[src/rtl/xcrfp_pkg.sv]
// Package for the XOR-checked reply frame parser.
// Holds the parse phases, result kinds, register indexes, reset values and
// the result record. It depends on nothing else.
`default_nettype none

package xcrfp_pkg;

  localparam int CFG_INDEX_W = 3;
  localparam int CFG_DATA_W  = 16;

  localparam logic [7:0]  ACK_CODE_RST          = 8'd6;
  localparam logic [7:0]  NAK_CODE_RST          = 8'd21;
  localparam logic [7:0]  BYTE_PAYLOAD_CODE_RST = 8'd13;
  localparam logic [7:0]  PAIR_PAYLOAD_CODE_RST = 8'd14;
  localparam logic [15:0] GAP_LIMIT_RST         = 16'd5;

  typedef enum logic [2:0] {
    PH_IDLE    = 3'd0,
    PH_OBJECT  = 3'd1,
    PH_INDEX   = 3'd2,
    PH_MSB     = 3'd3,
    PH_LSB     = 3'd4,
    PH_PAYLOAD = 3'd5,
    PH_CHECK   = 3'd6
  } phase_t;

  typedef enum logic [2:0] {
    KIND_ACK      = 3'd0,
    KIND_NAK      = 3'd1,
    KIND_REPORT   = 3'd2,
    KIND_ELEMENT  = 3'd3,
    KIND_FRAME_OK = 3'd4,
    KIND_CSUM_ERR = 3'd5,
    KIND_TIMEOUT  = 3'd6
  } kind_t;

  typedef enum logic [CFG_INDEX_W-1:0] {
    REG_ACK_CODE          = 3'd0,
    REG_NAK_CODE          = 3'd1,
    REG_BYTE_PAYLOAD_CODE = 3'd2,
    REG_PAIR_PAYLOAD_CODE = 3'd3,
    REG_GAP_LIMIT         = 3'd4
  } cfg_reg_t;

  typedef struct packed {
    logic [31:0] checksum_errors_seen;
    logic [31:0] timeouts_seen;
    logic [7:0]  element_number;
    logic [15:0] value;
    logic [7:0]  index_or_length;
    logic [7:0]  object_id;
    logic [7:0]  command;
    kind_t       kind;
  } result_t;

endpackage

`default_nettype wire

[src/rtl/xor_checked_reply_frame_parser.sv]
// Top level of the XOR-checked reply frame parser.
// Uses xcrfp_pkg for phases, result kinds, register indexes and the result record.
`default_nettype none

// The parser takes one request per clock: a received byte (tuser 0) or a
// time tick (tuser 1). Each request updates the frame state in the cycle it
// is accepted, and any result it causes is registered before it is offered
// on the master side. A two-entry output buffer (the output register and a skid
// register) lets the slave side keep taking requests while one result waits,
// so the sustained rate is one request per cycle as long as results are
// drained; s_axis_tready drops only when both buffer entries are full.
// Configuration writes are always ready and take effect on the next cycle;
// they should be issued only while no result is outstanding.
module xor_checked_reply_frame_parser
  import xcrfp_pkg::*;
(
  input  wire logic                   clk,
  input  wire logic                   rst,
  input  wire logic                   s_axis_tvalid,
  output logic                        s_axis_tready,
  input  wire logic [7:0]             s_axis_tdata,   // rx_byte[7:0]
  input  wire logic                   s_axis_tuser,   // func[0]
  output logic                        m_axis_tvalid,
  input  wire logic                   m_axis_tready,
  // command[7:0], object_id[15:8], index_or_length[23:16], value[39:24],
  // element_number[47:40], timeouts_seen[79:48], checksum_errors_seen[111:80]
  output logic [111:0]                m_axis_tdata,
  output logic [2:0]                  m_axis_tuser,   // kind[2:0]
  input  wire logic                   cfg_valid,
  output logic                        cfg_ready,
  input  wire logic [CFG_INDEX_W-1:0] cfg_index,
  input  wire logic [CFG_DATA_W-1:0]  cfg_data
);

  logic [7:0]  ack_code, nak_code, byte_payload_code, pair_payload_code;
  logic [15:0] gap_limit;

  phase_t      phase, phase_next;
  logic [7:0]  frame_command, frame_command_next;
  logic [7:0]  frame_object, frame_object_next;
  logic [7:0]  frame_index, frame_index_next;
  logic [7:0]  high_byte_hold, high_byte_hold_next;
  logic [7:0]  low_byte_hold, low_byte_hold_next;
  logic [7:0]  running_checksum, running_checksum_next;
  logic [8:0]  payload_bytes_taken, payload_bytes_taken_next;
  logic [8:0]  payload_total, payload_total_next;
  logic        pair_mode, pair_mode_next;
  logic [15:0] gap_ticks, gap_ticks_next;
  logic [31:0] timeout_count, timeout_count_next;
  logic [31:0] checksum_error_count, checksum_error_count_next;

  logic        accept;
  logic        res_valid;
  result_t     res;
  logic [15:0] gap_inc;
  logic [15:0] gap_lim;
  logic        is_payload_cmd;
  logic [8:0]  taken_inc;

  logic        out_valid;
  result_t     out_data;
  logic        skid_valid;
  result_t     skid_data;
  logic        pop;
  logic        push;

  assign cfg_ready     = 1'b1;
  assign s_axis_tready = ~skid_valid;
  assign accept        = s_axis_tvalid & s_axis_tready;

  always_ff @(posedge clk) begin
    if (rst) begin
      ack_code          <= ACK_CODE_RST;
      nak_code          <= NAK_CODE_RST;
      byte_payload_code <= BYTE_PAYLOAD_CODE_RST;
      pair_payload_code <= PAIR_PAYLOAD_CODE_RST;
      gap_limit         <= GAP_LIMIT_RST;
    end else if (cfg_valid && cfg_ready) begin
      unique case (cfg_index)
        REG_ACK_CODE:          ack_code          <= cfg_data[7:0];
        REG_NAK_CODE:          nak_code          <= cfg_data[7:0];
        REG_BYTE_PAYLOAD_CODE: byte_payload_code <= cfg_data[7:0];
        REG_PAIR_PAYLOAD_CODE: pair_payload_code <= cfg_data[7:0];
        REG_GAP_LIMIT:         gap_limit         <= cfg_data;
        default: ;
      endcase
    end
  end

  assign is_payload_cmd = (frame_command == byte_payload_code) ||
                          (frame_command == pair_payload_code);
  assign gap_inc   = gap_ticks + 16'd1;
  assign gap_lim   = (gap_limit == 16'd0) ? 16'd1 : gap_limit;
  assign taken_inc = payload_bytes_taken + 9'd1;

  always_comb begin
    phase_next                = phase;
    frame_command_next        = frame_command;
    frame_object_next         = frame_object;
    frame_index_next          = frame_index;
    high_byte_hold_next       = high_byte_hold;
    low_byte_hold_next        = low_byte_hold;
    running_checksum_next     = running_checksum;
    payload_bytes_taken_next  = payload_bytes_taken;
    payload_total_next        = payload_total;
    pair_mode_next            = pair_mode;
    gap_ticks_next            = gap_ticks;
    timeout_count_next        = timeout_count;
    checksum_error_count_next = checksum_error_count;
    res_valid                 = 1'b0;
    res.kind                  = KIND_ACK;
    res.command               = frame_command;
    res.object_id             = frame_object;
    res.index_or_length       = frame_index;
    res.value                 = 16'd0;
    res.element_number        = 8'd0;

    if (accept) begin
      if (s_axis_tuser) begin
        // A tick only counts while a frame is open.
        if (phase != PH_IDLE) begin
          if (gap_inc < gap_lim) begin
            gap_ticks_next = gap_inc;
          end else begin
            gap_ticks_next = 16'd0;
            res_valid      = 1'b1;
            phase_next     = PH_IDLE;
            if (phase == PH_CHECK) begin
              checksum_error_count_next = checksum_error_count + 32'd1;
              res.kind = KIND_CSUM_ERR;
            end else begin
              timeout_count_next = timeout_count + 32'd1;
              res.kind = KIND_TIMEOUT;
            end
          end
        end
      end else begin
        gap_ticks_next = 16'd0;
        unique case (phase)
          PH_IDLE: begin
            if (s_axis_tdata == ack_code || s_axis_tdata == nak_code) begin
              res_valid           = 1'b1;
              res.kind            = (s_axis_tdata == ack_code) ? KIND_ACK : KIND_NAK;
              res.command         = s_axis_tdata;
              res.object_id       = 8'd0;
              res.index_or_length = 8'd0;
            end else begin
              frame_command_next       = s_axis_tdata;
              frame_object_next        = 8'd0;
              frame_index_next         = 8'd0;
              high_byte_hold_next      = 8'd0;
              low_byte_hold_next       = 8'd0;
              payload_bytes_taken_next = 9'd0;
              payload_total_next       = 9'd0;
              pair_mode_next           = 1'b0;
              running_checksum_next    = s_axis_tdata;
              phase_next               = PH_OBJECT;
            end
          end
          PH_OBJECT: begin
            frame_object_next     = s_axis_tdata;
            running_checksum_next = running_checksum ^ s_axis_tdata;
            phase_next            = PH_INDEX;
          end
          PH_INDEX: begin
            frame_index_next      = s_axis_tdata;
            running_checksum_next = running_checksum ^ s_axis_tdata;
            if (is_payload_cmd) begin
              // The single byte form wins when both codes match.
              pair_mode_next           = (frame_command != byte_payload_code);
              payload_total_next       = (frame_command != byte_payload_code) ?
                                         {s_axis_tdata, 1'b0} : {1'b0, s_axis_tdata};
              payload_bytes_taken_next = 9'd0;
              phase_next = (s_axis_tdata == 8'd0) ? PH_CHECK : PH_PAYLOAD;
            end else begin
              phase_next = PH_MSB;
            end
          end
          PH_MSB: begin
            high_byte_hold_next   = s_axis_tdata;
            running_checksum_next = running_checksum ^ s_axis_tdata;
            phase_next            = PH_LSB;
          end
          PH_LSB: begin
            low_byte_hold_next    = s_axis_tdata;
            running_checksum_next = running_checksum ^ s_axis_tdata;
            phase_next            = PH_CHECK;
          end
          PH_PAYLOAD: begin
            running_checksum_next = running_checksum ^ s_axis_tdata;
            if (!pair_mode) begin
              res_valid          = 1'b1;
              res.kind           = KIND_ELEMENT;
              res.value          = {8'd0, s_axis_tdata};
              res.element_number = payload_bytes_taken[7:0];
            end else if (!payload_bytes_taken[0]) begin
              high_byte_hold_next = s_axis_tdata;
            end else begin
              res_valid          = 1'b1;
              res.kind           = KIND_ELEMENT;
              res.value          = {high_byte_hold, s_axis_tdata};
              res.element_number = payload_bytes_taken[8:1];
            end
            payload_bytes_taken_next = taken_inc;
            if (taken_inc >= payload_total) begin
              phase_next = PH_CHECK;
            end
          end
          PH_CHECK: begin
            phase_next = PH_IDLE;
            res_valid  = 1'b1;
            if (s_axis_tdata != running_checksum) begin
              checksum_error_count_next = checksum_error_count + 32'd1;
              res.kind = KIND_CSUM_ERR;
            end else if (payload_total == 9'd0 && !is_payload_cmd) begin
              res.kind  = KIND_REPORT;
              res.value = {high_byte_hold, low_byte_hold};
            end else begin
              res.kind = KIND_FRAME_OK;
            end
          end
          default: begin
            phase_next = PH_IDLE;
          end
        endcase
      end
    end

    res.timeouts_seen        = timeout_count_next;
    res.checksum_errors_seen = checksum_error_count_next;
  end

  always_ff @(posedge clk) begin
    if (rst) begin
      phase                <= PH_IDLE;
      frame_command        <= 8'd0;
      frame_object         <= 8'd0;
      frame_index          <= 8'd0;
      high_byte_hold       <= 8'd0;
      low_byte_hold        <= 8'd0;
      running_checksum     <= 8'd0;
      payload_bytes_taken  <= 9'd0;
      payload_total        <= 9'd0;
      pair_mode            <= 1'b0;
      gap_ticks            <= 16'd0;
      timeout_count        <= 32'd0;
      checksum_error_count <= 32'd0;
    end else begin
      phase                <= phase_next;
      frame_command        <= frame_command_next;
      frame_object         <= frame_object_next;
      frame_index          <= frame_index_next;
      high_byte_hold       <= high_byte_hold_next;
      low_byte_hold        <= low_byte_hold_next;
      running_checksum     <= running_checksum_next;
      payload_bytes_taken  <= payload_bytes_taken_next;
      payload_total        <= payload_total_next;
      pair_mode            <= pair_mode_next;
      gap_ticks            <= gap_ticks_next;
      timeout_count        <= timeout_count_next;
      checksum_error_count <= checksum_error_count_next;
    end
  end

  // Output register plus skid register; results leave in arrival order.
  assign push = accept & res_valid;
  assign pop  = out_valid & m_axis_tready;

  always_ff @(posedge clk) begin
    if (rst) begin
      out_valid  <= 1'b0;
      skid_valid <= 1'b0;
    end else begin
      if (!out_valid) begin
        out_valid <= push;
      end else if (pop) begin
        if (skid_valid) begin
          skid_valid <= push;
        end else begin
          out_valid <= push;
        end
      end else if (push) begin
        skid_valid <= 1'b1;
      end
    end
  end

  always_ff @(posedge clk) begin
    if (!out_valid || pop) begin
      out_data <= skid_valid ? skid_data : res;
    end
    if (push && (skid_valid || (out_valid && !pop))) begin
      skid_data <= res;
    end
  end

  assign m_axis_tvalid = out_valid;
  assign m_axis_tuser  = out_data.kind;
  assign m_axis_tdata  = {out_data.checksum_errors_seen, out_data.timeouts_seen,
                          out_data.element_number, out_data.value,
                          out_data.index_or_length, out_data.object_id,
                          out_data.command};

endmodule

`default_nettype wire
[config.mk]
export PLATFORM = sky130hd
export DESIGN_NAME = xor_checked_reply_frame_parser
export DESIGN_NICKNAME = d
export VERILOG_FILES = /design/src/rtl/xcrfp_pkg.sv /design/src/rtl/xor_checked_reply_frame_parser.sv
export SDC_FILE = /design/constraint.sdc
export NUM_CORES = 1
export LEC_CHECK = 0
export ABC_AREA = 1
export BUFFER_PORTS_ARGS = -buffer_cell sky130_fd_sc_hd__buf_2
export CORE_MARGIN = 3
export CORE_UTILIZATION = 60
export DETAILED_ROUTE_END_ITERATION = 10
export GPL_TIMING_DRIVEN = 0
export PLACE_DENSITY = 0.81
export SLEW_MARGIN = 20
export SYNTH_ARGS = -nofsm -noshare
export SYNTH_HDL_FRONTEND = slang
export SYNTH_SLANG_ARGS = --single-unit
[constraint.sdc]
create_clock -name clk -period 10.7 [get_ports clk]
set_input_delay 1.07 -clock clk [delete_from_list [all_inputs] [get_ports clk]]
set_output_delay 1.07 -clock clk [all_outputs]
set_load 0.005 [all_outputs]
==> impl_metrics.ini, run 1 <==
[clock_network]
cts.clk_slew.worst_paths_ns = 0.06
clkSinkCount = 430
post_cts_resized = 0
cts_buffer_depth = 3
cts_max_level = 2
numCtsBuffers = 44
post_cts.repair.setup_buffers = 0
cts.hold.buffers_added = 0
tritoncts = yes
insertion_delay_ns = 0.56
cts_root_buffer = clkbuf_16

[setup_path]
cp_max_fo = 4
ff2ff_path_depth = 19
reg2reg_to = m_axis_tdata[108]
crit_required_ns = 10.99
rr_startpoint = gap_ticks[0]
r2r_slack_ns = 6.03
cp.arrival_ns = 4.96
worst_setup_path_end_kind = register
crit_path_start_kind = register
path_class = register to register

[synthesis]
async_flop_share_pct = 0
synth_flop_cell = edfxtp_1
ys_seq_elements = 430
synth-edff-count = 230
yosys_warnings = 0
synth_nets = 2444
seq_area_frac_synth_pct = 53.4
ys_types = 57
syn_avg_cell_area_um2 = 8.57
synth_area_mm2 = 0.0204
syn_inst = 2383

[timing]
fin_crit_sh_pct = 43.6
fin_worst_skew_ns = 0.0204
timing.final.hold_violations = 0
worst_slew_pin_slew_ns = 1.12
timing.final.setup_violations = 0
finalSetupTns_ns = 0
relSlewSlack_pct = 24.8
rsz0062_at_grt = false
timing.fmax_ghz = 0.214
drv_slew = 0
period_needed_ns = 4.67
whs_ns = 0.470

[placed_design]
placed_cell_area_mm2 = 0.0218
dp_hpwl_mm = 40.7
io_buffers = 140
gp_congestion = 0.959

[detailed_routing]
routed_via_density = 5.73
routedLengthMet1_mm = 22.5
vias = 17500
top_layer_used = met4
first_iter_violations = 1850
drt-total-wl_mm = 56.3
routedWlPerCell_um = 18.5
wl_met3_mm = 4.54
ant_nets = 0
drc = 0
firstDrtPassIters = 5
dr_wl_met2_mm = 27.0

[pwr]
p_switching_uw = 872
p_int_uw = 2710
p_total_uw = 3590
p_leak_uw = 0.0103
peakVddDrop_mv = 0.129
power.density_mw_per_mm2 = 154
pwr-share-clk_pct = 41.5
combPwrFrac_pct = 8.0
netSwitchingFraction_pct = 24.3
seqPwrFrac_pct = 50.5

[floorplan]
die-area_mm2 = 0.0363
die_w_um = 191
initial_core_util_pct = 61.9
row_count = 66
ioPinCount = 151
die_y_um = 191
core-area_mm2 = 0.0330

[min_path]
hold_start = high_byte_hold[4]
hold_end = high_byte_hold[4]
holdPathStages = 2
hp-class = register to register

[final_layout]
stdcell_area_mm2 = 0.0232
final_common_cell = nand2_1
fin_util_pct = 70.3
mostFrequentLayoutCells = nand2_1, inv_1, edfxtp_1
fin_nets = 2636
layout-drive-gt1-share_pct = 12.2
area_growth_pct = 13.7
num-fill-cells = 2579
diodes = 0

[job]
drv_cap = 0

[global_routing]
grt_usage_pct = 30.5
antenna_found_initial = 0
grt_pass1_vias = 16700
grt_max_degree = 50
grt_pass1_wl_mm = 87.4
grt-ovfl-total = 0

[outcome]
status = finished, final reports clean
## worst max-delay path, cell delays in order (launching register included)
cell	delay [ns]
dfxtp_1	0.37
inv_1	0.08
nor2_1	0.17
nand3_1	0.12
nor2_1	0.15
nand3_1	0.11
nor2_1	0.24
nand3_1	0.13
xor2_1	0.24
ha_1	0.28
a21oi_1	0.13
nor2_1	0.05
nor4_1	0.55
a21boi_0	0.95
nand2_1	0.11
o21ai_0	0.13
nand2_1	0.07
nand2_1	0.06
nand2_1	0.08
o21ai_0	0.38
## synthesized netlist by cell type (7+ instances only)
cell type	number	area, µm²
edfxtp_1	230	6910
o22ai_1	21	131
nand2_1	592	2220
o21ai_1	35	175
dfxtp_1	200	4000
xor2_1	90	788
inv_1	249	935
nor4_1	13	81.3
nor2_1	212	796
ha_1	28	350
o211ai_1	10	75.1
nor3_1	26	130
nand2_2	8	50.1
nand4_1	32	200
a31oi_1	25	156
a211oi_1	10	75.1
xnor2_1	10	87.6
nand3_1	85	425
nor2_4	7	78.8
buf_2	20	100
a22oi_1	19	143
nor2_2	9	56.3
buf_4	15	113
a21oi_1	154	771
o21ai_0	156	781
inv_2	16	60.1
clkbuf_1	51	191
## layer usage
layer / global-route usage (%) / vias up
li1: - / 8300
met3: 4.28 / 171
met5: 0 / -
met4: 11.7 / 0
met1: 39.1 / 8156
met2: 52.6 / 842
## registers in the layout (all words and copies together) (netlist names), 9 cells and up
signal	flops
payload_bytes_taken	9
timeout_count	32
skid_data	115
gap_limit	16
gap_ticks	16
checksum_error_count	32
m_axis_tdata	112
payload_total	9
## worst max path at each step
stage,start,end,slack [ns],cells past startpoint
floorplan,gap_ticks[2],skid_data[0],2.93,17
global placement,s_axis_tvalid,skid_data[72],0.16,7
detailed placement,s_axis_tvalid,skid_data[47],6.17,9
CTS,gap_ticks[2],m_axis_tdata[108],6.16,19
global route,gap_ticks[0],m_axis_tdata[108],5.82,20
finish,gap_ticks[0],m_axis_tdata[108],6.03,19
## power by group through the flow
stage	sequential, µW	clock [µW]	combinational (µW)
CTS	1810	1500	281
finish	1810	1490	286
floorplan	1840	0	172
detailed placement	1850	0	278
global route	1820	1560	314
global placement	1850	0	268
## area by class of cell
cell class	instances	area [µm²]	share of cell area, %
well taps	442	553	2.38
clock buffers	51	1140	4.90
plain buffers	98	502	2.16
flip-flops and latches	430	10900	47.0
inverters	267	1000	4.32
repair buffers	146	828	3.57
multi-input cells	1588	8030	34.6
clock inverters	29	255	1.10
## per-stage QoR
step	std cells	worst slack [ns]
after CTS	3051	6.16
after detailed placement	2971	6.17
final	3051	6.03
after floorplan	2383	2.93
after global routing	3051	5.82
after global placement	2965	0.164
## logic make-up after synthesis
kind of cell,after synthesis,synth area share (%)
other cells,1,0.0184
simple gates,1014,21.2
fa+ha+maj,28,1.71
xor+xnor,100,4.29
compound gates,441,11.8
mux,4,0.196
flops,430,53.4
buf+inv,365,7.37
Note: power is estimated with default switching activity, not from simulation.
==> run 2, diff against run 1 <==
CORE_UTILIZATION = 55   (was 60)
PLACE_DENSITY = 0.79   (was 0.81)
clock period = 4 ns   (was 10.7 ns; I/O delays follow)
==> impl_metrics.ini, run 2 (synthesis gave the netlist of run 1 again) <==
[outcome]
status = finished, final reports clean

[floorplan]
initial_core_util_pct = 56.6
die_y_um = 199
row_count = 69
ioPinCount = 151
die_w_um = 199
core-area_mm2 = 0.0361
die-area_mm2 = 0.0395

[clock_network]
cts.clk_slew.worst_paths_ns = 0.06
cts_buffer_depth = 3
insertion_delay_ns = 0.58
numCtsBuffers = 43
tritoncts = yes
cts_max_level = 2
cts_root_buffer = clkbuf_16
clkSinkCount = 430

[final_layout]
area_growth_pct = 15.0
final_common_cell = nand2_1
mostFrequentLayoutCells = nand2_1, inv_1, edfxtp_1
fin_nets = 2647
largest_reg_flops = 115
layout-drive-gt1-share_pct = 13.2
top_register = skid_data
num-fill-cells = 2925

[global_routing]
grt_usage_pct = 28.6
grt-ovfl-total = 0
antenna_found_initial = 0
grt_pass1_vias = 16900
met1_usage_pct = 36.4
use_met2_pct = 48.4
grt_pass1_wl_mm = 88.7
grt_max_degree = 49
grt_busiest_layer = met2
met3_usage_pct = 4.79

[setup_path]
worst_setup_path_end_kind = register
cp_max_fo = 25
crit_path_start_kind = register
path_class = register to register
crit_required_ns = 4.27
cp.arrival_ns = 4.07

[detailed_routing]
ant_nets = 0
drc = 0
firstDrtPassIters = 6
routed_via_density = 5.73
vias = 17700
drt-total-wl_mm = 57.9
routedWlPerCell_um = 18.8
first_iter_violations = 1663

[timing]
timing.fmax_ghz = 0.263
whs_ns = 0.108
relSlewSlack_pct = 43.4
fin_ws_ns = 0.204
timing.final.hold_violations = 0
fin_worst_skew_ns = 0.0173
drv_slew = 0
fin_crit_sh_pct = 94.9
timing.final.setup_violations = 0
period_needed_ns = 3.80
worst_slew_pin_slew_ns = 0.849

[placed_design]
gp_congestion = 0.950
pre_cts_ws_ns = -0.353
io_buffers = 140
dp_hpwl_mm = 41.4

[pwr]
power.density_mw_per_mm2 = 410
p_leak_uw = 0.0104
peakVddDrop_mv = 0.368

[job]
drv_cap = 0

[min_path]
hp-class = input port to register
[run 2: where the power goes]
group          total, µW  leakage (µW)  internal (µW)  switching, µW
clock network       4000      0.000691           2280           1710
logic                778       0.00561            247            531
registers           4850       0.00412           4770           79.2
[run 2: critical path, stage by stage, from the launching register on]
cell and delay, ns:
dfxtp_1 0.37, ha_2 0.20, nand3_1 0.11, inv_1 0.09, nand4_1 0.17, nor3_4 0.25
nand2_1 0.10, xnor2_1 0.16, ha_1 0.31, nand4_1 0.15, nor2_2 0.16, nand2_1 0.09
nand2_4 0.19, nand2_2 0.12, nand2_4 0.15, nand4_1 0.18, nor2_4 0.27, clkbuf_16 0.20
buf_16 0.17
[run 2: per-layer routing]
layer,up-vias,wire (µm)
met2,831,27700
li1,8314,-
met4,0,2370
met5,-,0
met3,183,4750
met1,8329,23100
[run 2: cell type report]
class / instances / area, µm² / share of cell area, %
timing repair buffer: 158 / 972 / 4.14
clock inverter: 21 / 161 / 0.687
buffer: 98 / 504 / 2.15
multi-input combinational: 1588 / 8120 / 34.6
inverter: 267 / 1000 / 4.27
clock buffer: 59 / 1230 / 5.23
tap: 461 / 577 / 2.46
sequential: 430 / 10900 / 46.5
antenna: 1 / 2.50 / 0.0107
[run 2: through the flow]
step                total power (µW)  utilization (%)  cells  TNS, ns  area, µm²
floorplan                       5390                -   2383   -56.62      20500
global placement                5660             60.3   2984  -255.01      21800
detailed placement              5690             60.8   2991    -3.65      21900
CTS                             9630             64.7   3073        0      23300
global route                    9920             65.1   3082    -2.52      23500
finish                          9620             65.1   3083        0      23500
[run 2: path summary, 6_finish.rpt]
| check | start | cells after the start | to | slack (ns) |
|---|---|---|---|---|
| setup / recovery | gap_ticks[1] | 18 | skid_data[41] | 0.20 |
| hold / removal | cfg_data[10] | 3 | gap_limit[10] | 0.11 |
| setup reg to reg | gap_ticks[1] | 18 | skid_data[41] | 0.20 |
| hold reg to reg | low_byte_hold[4] | 2 | low_byte_hold[4] | 0.47 |
[run 2: timing repair]
action	in CTS	in global routing
gates cloned	0	1
setup endpoints to repair	62	135
setup buffers	2	8
resized for setup	2	16
hold buffers	0	0
pin swaps	1	6
